## config.mk

```make
export PLATFORM = sky130hd
export DESIGN_NAME = fir_convolution_sixteen_tap_unit_flat
export DESIGN_NICKNAME = d
export VERILOG_FILES = /design/src/sv/fir16_pkg.sv /design/src/sv/fir16_in_if.sv /design/src/sv/fir16_out_if.sv /design/src/sv/fir_convolution_sixteen_tap_unit.sv /design/src/sv/fir16_cell.sv /design/src/flat_wrapper.sv
export VERILOG_INCLUDE_DIRS = /design/src /design/src/sv
export SDC_FILE = /design/constraint.sdc
export NUM_CORES = 2
export LEC_CHECK = 0
export BUFFER_PORTS_ARGS = -buffer_cell sky130_fd_sc_hd__buf_2
export CAP_MARGIN = 5
export CELL_PAD_IN_SITES_DETAIL_PLACEMENT = 0
export CELL_PAD_IN_SITES_GLOBAL_PLACEMENT = 1
export CORE_ASPECT_RATIO = 0.75
export CORE_MARGIN = 4
export CORE_UTILIZATION = 50
export CTS_CLUSTER_DIAMETER = 40
export CTS_CLUSTER_SIZE = 24
export DETAILED_ROUTE_END_ITERATION = 6
export PLACE_DENSITY_LB_ADDON = 0.1
export SLEW_MARGIN = 10
export SYNTH_ARGS = -nofsm -noshare
export SYNTH_HDL_FRONTEND = slang
export SYNTH_HIERARCHICAL = 1
export SYNTH_SLANG_ARGS = --single-unit
```

## constraint.sdc

```tcl
create_clock -name clk_i -period 10.5 [get_ports clk_i]
set_input_delay 2.1 -clock clk_i [delete_from_list [all_inputs] [get_ports clk_i]]
set_output_delay 2.1 -clock clk_i [all_outputs]
set_load 0.03 [all_outputs]
```

## src/sv/fir_convolution_sixteen_tap_unit_macros.svh

```systemverilog
// Assertion macros shared by the FIR convolution unit.
`ifndef FIR_CONVOLUTION_SIXTEEN_TAP_UNIT_MACROS_SVH
`define FIR_CONVOLUTION_SIXTEEN_TAP_UNIT_MACROS_SVH

// Checked on every rising edge of clk_i while rst_ni is high.
`define FIR16_ASSERT(name, prop) \
  name: assert property (@(posedge clk_i) disable iff (!rst_ni) prop) \
    else $error("FIR16 assertion failed");

// Checked on every rising edge of clk_i, also during reset.
`define FIR16_ASSERT_ALWAYS(name, prop) \
  name: assert property (@(posedge clk_i) prop) \
    else $error("FIR16 assertion failed");

`endif

```

## src/sv/fir16_pkg.sv

```systemverilog
// Types, widths and tap constants of the FIR convolution unit.
package fir16_pkg;

  localparam int SAMPLE_W = 16;
  localparam int COEF_W   = 16;
  localparam int PROD_W   = SAMPLE_W + COEF_W;
  localparam int ACC_W    = 36;

  typedef logic signed [SAMPLE_W-1:0] sample_t;
  typedef logic signed [COEF_W-1:0]   coef_t;
  typedef logic signed [PROD_W-1:0]   prod_t;
  typedef logic signed [ACC_W-1:0]    acc_t;

  // Signed Q2.14 tap k of a filter with the given number of taps, rounded to
  // nearest with ties away from zero.
  function automatic coef_t tap_value(input int k, input int taps);
    logic [63:0] mag;
    logic [COEF_W-1:0] mag_c;
    coef_t tap;
    mag = '0;
    if ((k < taps - 2) && (k <= 20)) begin
      mag = mag + (64'd1 << (20 - k));
    end
    if ((k >= 2) && (k - 2 <= 20)) begin
      mag = mag + (64'd1 << (22 - k));
    end
    mag = (mag + 64'd32) >> 6;
    mag_c = mag[COEF_W-1:0];
    if (k[0]) begin
      tap = -$signed(mag_c);
    end else begin
      tap = $signed(mag_c);
    end
    return tap;
  endfunction

endpackage

```

## src/sv/fir16_in_if.sv

```systemverilog
// Input channel of the FIR convolution unit: one sample and its block flag.
interface fir16_in_if;
  logic                valid;
  logic                ready;
  fir16_pkg::sample_t  sample;
  logic                end_of_block;

  modport source (output valid, output sample, output end_of_block, input ready);
  modport sink   (input valid, input sample, input end_of_block, output ready);
endinterface

```

## src/sv/fir16_out_if.sv

```systemverilog
// Output channel of the FIR convolution unit: one filtered value and its flag.
interface fir16_out_if;
  logic             valid;
  logic             ready;
  fir16_pkg::acc_t  filtered;
  logic             final_output;

  modport source (output valid, output filtered, output final_output, input ready);
  modport sink   (input valid, input filtered, input final_output, output ready);
endinterface

```

## src/sv/fir_convolution_sixteen_tap_unit.sv

```systemverilog
// Top level of the FIR convolution unit: cell chain, flush control and output stage.
//
// Usage: samples arrive on in_i (valid/ready); one filtered value per sample
// leaves on out_o (valid/ready), in order. A sample with end_of_block set is
// followed by TAPS-1 flush outputs computed as if zeros were fed in; the
// last of these has final_output set and leaves the filter state all zero.
// A sample's output is registered and valid in the cycle after its transfer.
// Throughput: one sample per cycle while out_o is not stalled; after a sample
// with end_of_block the input is not ready for TAPS-1 output transfers while
// the flush runs. Each cycle's rate is set by the chain of TAPS cells, each
// holding one partial sum and passing it to its neighbor whenever fire is high.
// Reset clears all partial sums, the output stage and the flush counter.
// When the receiver stalls, the output register holds its value and the
// chain stops, so in_i.ready drops until the held output is taken.
`include "fir_convolution_sixteen_tap_unit_macros.svh"

module fir_convolution_sixteen_tap_unit #(
  parameter int TAPS = 16
) (
  input  logic        clk_i,
  input  logic        rst_ni,
  fir16_in_if.sink    in_i,
  fir16_out_if.source out_o
);
  import fir16_pkg::*;

  localparam int CntW = (TAPS > 2) ? $clog2(TAPS) : 1;

  logic            advance;
  logic            fire;
  logic            flushing;
  logic            accept;
  sample_t         cell_x;
  logic [CntW-1:0] flush_cnt_d;
  logic [CntW-1:0] flush_cnt_q;
  logic            out_valid_d;
  logic            out_valid_q;
  logic            final_d;
  logic            final_q;
  acc_t            sums [TAPS+1];

  assign flushing = (flush_cnt_q != '0);
  assign advance  = !out_valid_q || out_o.ready;
  assign accept   = advance && !flushing && in_i.valid;
  assign fire     = advance && (flushing || in_i.valid);
  assign cell_x   = flushing ? '0 : in_i.sample;

  assign in_i.ready = advance && !flushing;

  assign sums[TAPS] = '0;

  for (genvar k = 0; k < TAPS; k++) begin : g_cell
    fir16_cell #(
      .Coef(tap_value(k, TAPS))
    ) u_cell (
      .clk_i   (clk_i),
      .rst_ni  (rst_ni),
      .en_i    (fire),
      .sample_i(cell_x),
      .sum_i   (sums[k+1]),
      .sum_o   (sums[k])
    );
  end

  always_comb begin
    flush_cnt_d = flush_cnt_q;
    final_d     = final_q;
    out_valid_d = out_valid_q;
    if (fire) begin
      out_valid_d = 1'b1;
      if (flushing) begin
        flush_cnt_d = flush_cnt_q - CntW'(1);
        final_d     = (flush_cnt_q == CntW'(1));
      end else begin
        final_d = 1'b0;
        if (in_i.end_of_block) begin
          flush_cnt_d = CntW'(TAPS - 1);
        end
      end
    end else if (out_o.ready) begin
      out_valid_d = 1'b0;
    end
  end

  always_ff @(posedge clk_i or negedge rst_ni) begin
    if (!rst_ni) begin
      flush_cnt_q <= '0;
      out_valid_q <= 1'b0;
      final_q     <= 1'b0;
    end else begin
      flush_cnt_q <= flush_cnt_d;
      out_valid_q <= out_valid_d;
      final_q     <= final_d;
    end
  end

  assign out_o.valid        = out_valid_q;
  assign out_o.filtered     = sums[0];
  assign out_o.final_output = final_q;

  `FIR16_ASSERT(a_no_input_during_flush, flushing |-> !in_i.ready)
  `FIR16_ASSERT(a_flush_starts, (accept && in_i.end_of_block) |=> (flush_cnt_q == CntW'(TAPS - 1)))
  `FIR16_ASSERT(a_final_ends_flush, (out_valid_q && final_q) |-> !flushing)
  `FIR16_ASSERT_ALWAYS(a_reset_idle, !rst_ni |-> (!out_valid_q && !flushing))

endmodule

```

## src/sv/fir16_cell.sv

```systemverilog
// One tap cell of the transposed FIR chain: product plus the neighbor's partial sum.
module fir16_cell #(
  parameter fir16_pkg::coef_t Coef = '0
) (
  input  logic              clk_i,
  input  logic              rst_ni,
  input  logic              en_i,
  input  fir16_pkg::sample_t sample_i,
  input  fir16_pkg::acc_t   sum_i,
  output fir16_pkg::acc_t   sum_o
);
  import fir16_pkg::*;

  prod_t prod;
  acc_t  sum_d;
  acc_t  sum_q;

  assign prod  = PROD_W'(sample_i) * PROD_W'(Coef);
  assign sum_d = ACC_W'(prod) + sum_i;

  always_ff @(posedge clk_i or negedge rst_ni) begin
    if (!rst_ni) begin
      sum_q <= '0;
    end else if (en_i) begin
      sum_q <= sum_d;
    end
  end

  assign sum_o = sum_q;
endmodule

```

## src/flat_wrapper.sv

```systemverilog
// flat-port wrapper written by rule: the top's interface ports become plain ports
module fir_convolution_sixteen_tap_unit_flat import fir16_pkg::*;
#(
  parameter int TAPS = 16
)
  (clk_i, rst_ni, in_i_valid, in_i_sample, in_i_end_of_block, in_i_ready, out_o_valid, out_o_filtered, out_o_final_output, out_o_ready);
  fir16_in_if in_i_i ();
  fir16_out_if out_o_i ();
  input  logic clk_i;
  input  logic rst_ni;
  input wire logic [$bits(in_i_i.valid)-1:0] in_i_valid;
  input wire logic [$bits(in_i_i.sample)-1:0] in_i_sample;
  input wire logic [$bits(in_i_i.end_of_block)-1:0] in_i_end_of_block;
  output wire logic [$bits(in_i_i.ready)-1:0] in_i_ready;
  output wire logic [$bits(out_o_i.valid)-1:0] out_o_valid;
  output wire logic [$bits(out_o_i.filtered)-1:0] out_o_filtered;
  output wire logic [$bits(out_o_i.final_output)-1:0] out_o_final_output;
  input wire logic [$bits(out_o_i.ready)-1:0] out_o_ready;
  assign in_i_i.valid = in_i_valid;
  assign in_i_i.sample = in_i_sample;
  assign in_i_i.end_of_block = in_i_end_of_block;
  assign in_i_ready = in_i_i.ready;
  assign out_o_valid = out_o_i.valid;
  assign out_o_filtered = out_o_i.filtered;
  assign out_o_final_output = out_o_i.final_output;
  assign out_o_i.ready = out_o_ready;
  fir_convolution_sixteen_tap_unit #(.TAPS(TAPS)) u_core (.clk_i(clk_i), .rst_ni(rst_ni), .in_i(in_i_i), .out_o(out_o_i));
endmodule
```

# After elaboration in Yosys (flattened, before gate mapping)
# Index checks and enable logic that the tools add are counted.
totals:
  ff_bits: 577
  inputBits: 21
  output_inout_bits: 39
  wordCells: 66
classes:
  addsub: 18
  multipliers: 12
  n_eq_ne: 1
  n_mux: 6
  reduce_logical: 10
op_table:
  columns: ["operator", "count"]
  rows:
  - ["$mul 16x4->20 const B", 12]
  - ["$add 30x36->36", 2]
  - ["$add 32x36->36", 2]
  - ["$add 21x36->36", 1]
  - ["$add 22x36->36", 1]
  - ["$add 23x36->36", 1]
  - ["$add 24x36->36", 1]
  - ["$add 25x36->36", 1]
  - ["$add 26x36->36", 1]
  - ["$add 27x36->36", 1]
  - ["$add 28x36->36", 1]
  - ["$add 29x36->36", 1]
  - ["$add 31x36->36", 1]
  - ["$add 18x32->33", 1]
  - ["$neg 16->31", 1]
  - ["$neg 16->19", 1]
  - ["$mux 16", 1]
  - ["$mux 4", 2]
  - ["$eq 4x1->1 const B", 1]
  - ["$reduce_bool 2->1", 2]
  - ["$reduce_bool 4->1", 1]
  - ["$sub 4x1->4 const B", 1]
  - ["$mux 1", 3]
  - ["$logic_and 1x1->1", 2]
  - ["other kinds (3)", 5]

# Logic depth before layout (Yosys ltp)
depth:
  word_depth: 4
  mapped_depth: 31
  mapped_depth_nobuf: 31

# Hierarchy
# The synthesis kept the hierarchy.
by_module_without_submodules:
  columns: ["module", "n_inst", "cells_per_inst", "area_each_um2", "seq_area_each_um2"]
  rows:
  - ["fir16_cell (u_core.g_cell[9].u_cell)", 1, 502, 4584.4, 900.9]
  - ["fir16_cell (u_core.g_cell[11].u_cell)", 1, 495, 4556.9, 900.9]
  - ["fir16_cell (u_core.g_cell[13].u_cell)", 1, 481, 4548.1, 900.9]
  - ["fir16_cell (u_core.g_cell[5].u_cell)", 1, 483, 4451.8, 900.9]
  - ["fir16_cell (u_core.g_cell[7].u_cell)", 1, 462, 4384.2, 900.9]
  - ["fir16_cell (u_core.g_cell[3].u_cell)", 1, 421, 4112.7, 900.9]
  - ["fir16_cell (u_core.g_cell[10].u_cell)", 1, 439, 4040.1, 900.9]
  - ["fir16_cell (u_core.g_cell[12].u_cell)", 1, 449, 4032.6, 900.9]
  - ["fir16_cell (u_core.g_cell[8].u_cell)", 1, 412, 3777.4, 900.9]
  - ["fir16_cell (u_core.g_cell[4].u_cell)", 1, 418, 3729.8, 900.9]
  - ["fir16_cell (u_core.g_cell[6].u_cell)", 1, 395, 3708.6, 900.9]
  - ["fir16_cell (u_core.g_cell[15].u_cell)", 1, 425, 3552.2, 900.9]
  - ["fir16_cell (u_core.g_cell[2].u_cell)", 1, 353, 3444.6, 900.9]
  - ["fir16_cell (u_core.g_cell[14].u_cell)", 1, 345, 3194.3, 900.9]
  - ["+3 rows", null, null, null, null]

# Least setup slack after synthesis
# OpenSTA, ideal clock, no wires.
synth_timing:
  kind: "in2reg"
  start: "input port in_i_sample[6]"
  end: "register u_core.g_cell[13].u_cell.sum_q[33]"
  t_arrival_ns: 8.565
  required_time_ns: 10.375
  slack_ns: 1.810
  stages: 23
  path_buffers: 0
  path_cell_list: "and2_1 > inv_1 > ha_1 > fa_1 > ha_1 > ha_1 > and4_1 > o21a_1 > o31a_1 > nor4_4 > o311ai_1 > a21oi_2 > xnor2_1 > ha_1 > a21o_1 > a21o_1 > a2111oi_0 > o221ai_1 > nand4_1 > nand3b_1 > a31oi_1 > xnor2_1 > mux2_2"
synth_via:
  elab_chain_len: 3
synth_rtl:
  columns: ["element", "line", "rtl"]
  rows:
  - ["start: declaration", "flat_wrapper.sv:12", "input wire logic [$bits(in_i_i.sample)-1:0] in_i_sample;"]
  - ["$mux 16", "fir_convolution_sixteen_tap_unit.sv:46", "assign cell_x = flushing ? '0 : in_i.sample;"]
  - ["$mul 16x4->20", "fir16_cell.sv:18", "assign prod = PROD_W'(sample_i) * PROD_W'(Coef);"]
  - ["$add 21x36->36", "fir16_cell.sv:19", "assign sum_d = ACC_W'(prod) + sum_i;"]
  - ["end signal: assignment", "fir16_cell.sv:25", "sum_q <= sum_d;"]
  - ["end: declaration", "fir16_cell.sv:16", "acc_t sum_q;"]
# No other way between the ends.
# A chain may end at the register's enable or synchronous reset.

# Worst setup path after layout
layout_timing:
  start: "register u_core.flush_cnt_q[0]"
  end: "register u_core.g_cell[7].u_cell.sum_q[33]"
layout_via:
  elab_chain_len: 4
  elab_cells_between_ends: 6
layout_rtl:
  columns: ["element", "line", "rtl"]
  rows:
  - ["start: declaration", "fir_convolution_sixteen_tap_unit.sv:35", "logic [CntW-1:0] flush_cnt_q;"]
  - ["start signal: assignment", "fir_convolution_sixteen_tap_unit.sv:91", "flush_cnt_q <= flush_cnt_d;"]
  - ["$reduce_bool 4->1", "fir_convolution_sixteen_tap_unit.sv:42", "assign flushing = (flush_cnt_q != '0);"]
  - ["$mux 16", "fir_convolution_sixteen_tap_unit.sv:46", null]
  - ["via u_core.cell_x[3]", "fir_convolution_sixteen_tap_unit.sv:33", "sample_t cell_x;"]
  - ["$mul 16x4->20", "fir16_cell.sv:18", null]
  - ["$add 27x36->36", "fir16_cell.sv:19", null]
  - ["end signal: assignment", "fir16_cell.sv:25", null]
  - ["end: declaration", "fir16_cell.sv:16", null]
# The timed path passes the listed nets, and every way through them passes these cells.

==> impl_summary.log <==
INFO  metric run_status = completed
INFO  metric accumulated_negative_setup_slack = 0 ns
INFO  metric finalClockSkew = 0.06294 ns
INFO  metric cts.htree.levels = 3
INFO  metric r2r_start = u_core/flush_cnt_q[0]
INFO  metric syn_to_final_growth = 9.792%
INFO  metric cts.reportedPaths.clkPinSlew = 0.07 ns
INFO  metric grt_pass1_vias = 48480
INFO  metric tritoncts.num_buffers = 107
INFO  metric maxCapViolCount = 0
INFO  metric hold_path_depth = 1
INFO  metric worst_ep_arrival_time = 9.01 ns
INFO  metric crit_type = reg -> reg
INFO  metric timing.critical_path.from = u_core/flush_cnt_q[0]
INFO  metric design.portCount = 60
INFO  metric post-synth-top-area-fraction = 23.44%
INFO  metric drive_above_1_share = 13.34%
INFO  metric std_cell_rows = 111
INFO  metric finalCritPeriodShare = 80.23%
INFO  metric detailed_place_hpwl = 126900 um
INFO  metric drtPass1Iterations = 6
INFO  metric cts_tree = done
INFO  metric placement.io_buffers = 59
INFO  metric detail-route-antenna-nets = 0
INFO  metric worstHoldStart = u_core/g_cell[4].u_cell/sum_o[4]
INFO  metric ys_async_sr_fraction = 100.0%
INFO  metric globalplace.congestion = 0.8763
INFO  metric grt_start_max_net_pins = 163
INFO  metric gr-usage-all-layers = 25.20%
INFO  metric initial_utilization = 50.60%
INFO  metric clkSinkCount = 582
INFO  metric most_common_cell_after_layout_fill_and_taps_aside = sky130_fd_sc_hd__ha_1
INFO  metric yosysWarnings = 6
INFO  metric yosysSeqAreaShare = 23.44%
INFO  metric timing.reg2reg.setup_slack = 2.08 ns
INFO  metric timing.critical_path.to_type = flop
INFO  metric min_period = 8.424 ns
INFO  metric r2r_end = u_core/g_cell[7].u_cell/sum_o[33]
INFO  metric crit_path_max_fanout = 18
INFO  metric critical_path_source_type = flop
INFO  metric totalWireLength = 165800 um
INFO  metric n_antenna_cell = 0
INFO  metric core-area = 122800 sq um
INFO  metric die_w = 415.0 um
INFO  metric synth_top_flop_cell = sky130_fd_sc_hd__dfrtp_1
INFO  metric data_required_time_of_the_worst_path = 11.08 ns
INFO  metric drc = 0
INFO  metric yosysTopAreaCell = sky130_fd_sc_hd__dfrtp_1
INFO  metric synth_enable_flop_cells = 0
INFO  metric clk-insertion-delay-late = 0.76 ns
INFO  metric nNetsFinal = 7903
INFO  metric grt_pass1_wl = 269500 um
INFO  metric most-common-layout-cells = sky130_fd_sc_hd__ha_1 (976), sky130_fd_sc_hd__dfrtp_1 (582), sky130_fd_sc_hd__a21oi_1 (545), sky130_fd_sc_hd__nand2_1 (422), sky130_fd_sc_hd__mux2_2 (411)
INFO  metric route.detailed.wl_per_inst = 19.44 um
INFO  metric min_to = u_core/g_cell[3].u_cell/sum_o[4]
INFO  metric worst_r2r_path_depth = 27
INFO  metric vias = 50100
INFO  metric ys_types = 153
INFO  metric worst_slew_pin_slew = 1.095 ns
INFO  metric max_freq = 118.7 MHz
INFO  metric hold_violations = 0
INFO  metric mappedNetlistArea = 62120 sq um
INFO  metric hold_class = reg -> reg
INFO  metric cts.hold.buffers_added = 0
INFO  metric cts_resized = 0
INFO  metric synth.ff_latch_count = 582
INFO  metric chipHeight = 313.3 um
INFO  metric finalSetupViolations = 0
INFO  metric gate_count_after_technology_mapping = 6711
INFO  metric grt_setup_unrepaired = no
INFO  metric synth.area.top_cells = sky130_fd_sc_hd__dfrtp_1 (23%), sky130_fd_sc_hd__ha_1 (20%), sky130_fd_sc_hd__mux2_2 (7.5%)
INFO  metric post_drt_via_cell_ratio = 5.872
INFO  metric avgSynthCellArea = 9.257 sq um
INFO  metric antenna_found_initial = 3
INFO  metric slew-limit-headroom = 26.99%
INFO  metric grt_remaining_overflow = 0
INFO  metric finalMaxSlewViolations = 0
INFO  metric cts.root.buffer_cell = sky130_fd_sc_hd__clkbuf_16
INFO  metric die-area = 130000 sq um
INFO  metric filler_cell_count = 11140
INFO  metric cts_max_path_buffers = 3
INFO  metric detailedRoute.firstIterationViolations = 3531
INFO  metric cts.repair_timing.setup_buffer_count = 0
[critical path, stage by stage, from the launching register on]
cell and delay (ns):
sky130_fd_sc_hd__dfrtp_1 0.41, sky130_fd_sc_hd__inv_1 0.10, sky130_fd_sc_hd__ha_1 0.28, sky130_fd_sc_hd__nor3b_4 0.82
sky130_fd_sc_hd__and2_2 0.75, sky130_fd_sc_hd__inv_1 0.19, sky130_fd_sc_hd__ha_1 0.36, sky130_fd_sc_hd__fa_1 0.47
sky130_fd_sc_hd__ha_1 0.32, sky130_fd_sc_hd__ha_1 0.36, sky130_fd_sc_hd__o21a_1 0.16, sky130_fd_sc_hd__o21ai_0 0.13
sky130_fd_sc_hd__a211o_1 0.32, sky130_fd_sc_hd__a31oi_1 0.33, sky130_fd_sc_hd__nand4_1 0.15, sky130_fd_sc_hd__nand4b_1 0.13
sky130_fd_sc_hd__a21o_1 0.19, sky130_fd_sc_hd__xor2_1 0.60, sky130_fd_sc_hd__ha_1 0.46, sky130_fd_sc_hd__a21o_1 0.23
sky130_fd_sc_hd__a21o_1 0.17, sky130_fd_sc_hd__a21o_1 0.19, sky130_fd_sc_hd__a21o_1 0.18, sky130_fd_sc_hd__a21o_1 0.18
sky130_fd_sc_hd__a21o_1 0.18, sky130_fd_sc_hd__a211oi_2 0.23, sky130_fd_sc_hd__xnor2_1 0.08, sky130_fd_sc_hd__mux2_4 0.25
[per-layer routing]
metal	routed length, um	part of all wire [%]	vias to the layer above	global-route usage [%]
li1	-	-	24980	-
met5	0	0	-	0
met1	88050	53	24030	39.57
met4	2810	1.7	0	4.537
met3	7459	4.5	170	3.581
met2	67520	41	920	36.66
[registers in the layout (all words and copies together) (netlist names)]
register / count
u_core/flush_cnt_q: 4
u_core/out_o.valid: 1
u_core/g_cell.u_cell/sum_o: 576
u_core/out_o.final_output: 1
[Yosys cell counts (all sizes together) (19+ instances only)]
master / number
inv: 359
and2: 43
o2111ai: 20
or3: 49
dfrtp: 582
nand2b: 54
xnor2: 383
o311ai: 27
clkbuf: 113
a21boi: 24
buf: 55
nand2: 425
nor3: 128
ha: 976
o21ai: 314
mux2: 420
and3: 62
o211ai: 57
a21oi: 566
a31oi: 76
a21o: 268
o21a: 111
nor2: 404
o21bai: 86
o31a: 28
nand4: 83
a211o: 30
a211oi: 99
xor2: 156
nor2b: 75
o31ai: 56
and4: 21
fa: 106
or2: 27
nand3: 137
mux2i: 19
[stage by stage]
| stage | setup WS, ns | hold slack, ns | area (sq um) | utilization [%] | std cells |
|---|---|---|---|---|---|
| 2_1_floorplan | 1.810 | 0.4528 | 62260 | - | 6748 |
| 3_3_place_gp | 1.772 | 0.4706 | 64300 | 52.37 | 8329 |
| 3_5_place_dp | 1.784 | 0.4757 | 64300 | 52.37 | 8329 |
| 4_1_cts | 2.081 | 0.4804 | 68210 | 55.56 | 8532 |
| 5_1_grt | 1.523 | 0.5084 | 68210 | 55.56 | 8532 |
| 6_report | 2.076 | 0.4913 | 68210 | 55.56 | 8532 |
[logic make-up after synthesis]
kind of cell	Yosys count	share of synthesized area [%]
xor gates and xnor gates	546	7.881
AOI/OAI and AO/OA	1938	21.27
DFF	582	23.44
muxes	439	7.968
other	1	0.006036
and+or+nand+nor	1593	12.80
adders and majority gates	1082	23.07
buffers and inverters	530	3.557
[area by class of cell]
cell class              count  area, sq um  share of cell area [%]
well taps                1638         2049                   3.005
flip-flops and latches    582        14560                   21.35
inverters                 360         1351                   1.981
multi-input cells        5636        45520                   66.74
clock inverters            85         1141                   1.673
clock buffers             118         2769                   4.060
repair buffers            113        810.8                   1.189
[how the worst max path moves through the flow]
stage	cells after the start	end	slack, ns
2_1_floorplan	23	u_core/g_cell[13].u_cell/sum_o[33]	1.81
3_3_place_gp	27	u_core/g_cell[7].u_cell/sum_o[33]	1.77
3_5_place_dp	25	u_core/g_cell[7].u_cell/sum_o[33]	1.78
4_1_cts	29	u_core/g_cell[7].u_cell/sum_o[33]	2.08
5_1_grt	29	u_core/g_cell[7].u_cell/sum_o[33]	1.52
6_report	27	u_core/g_cell[7].u_cell/sum_o[33]	2.08
Power is not shown: default switching activity piles up to over one toggle a cycle in this logic, so the estimate is an artifact.
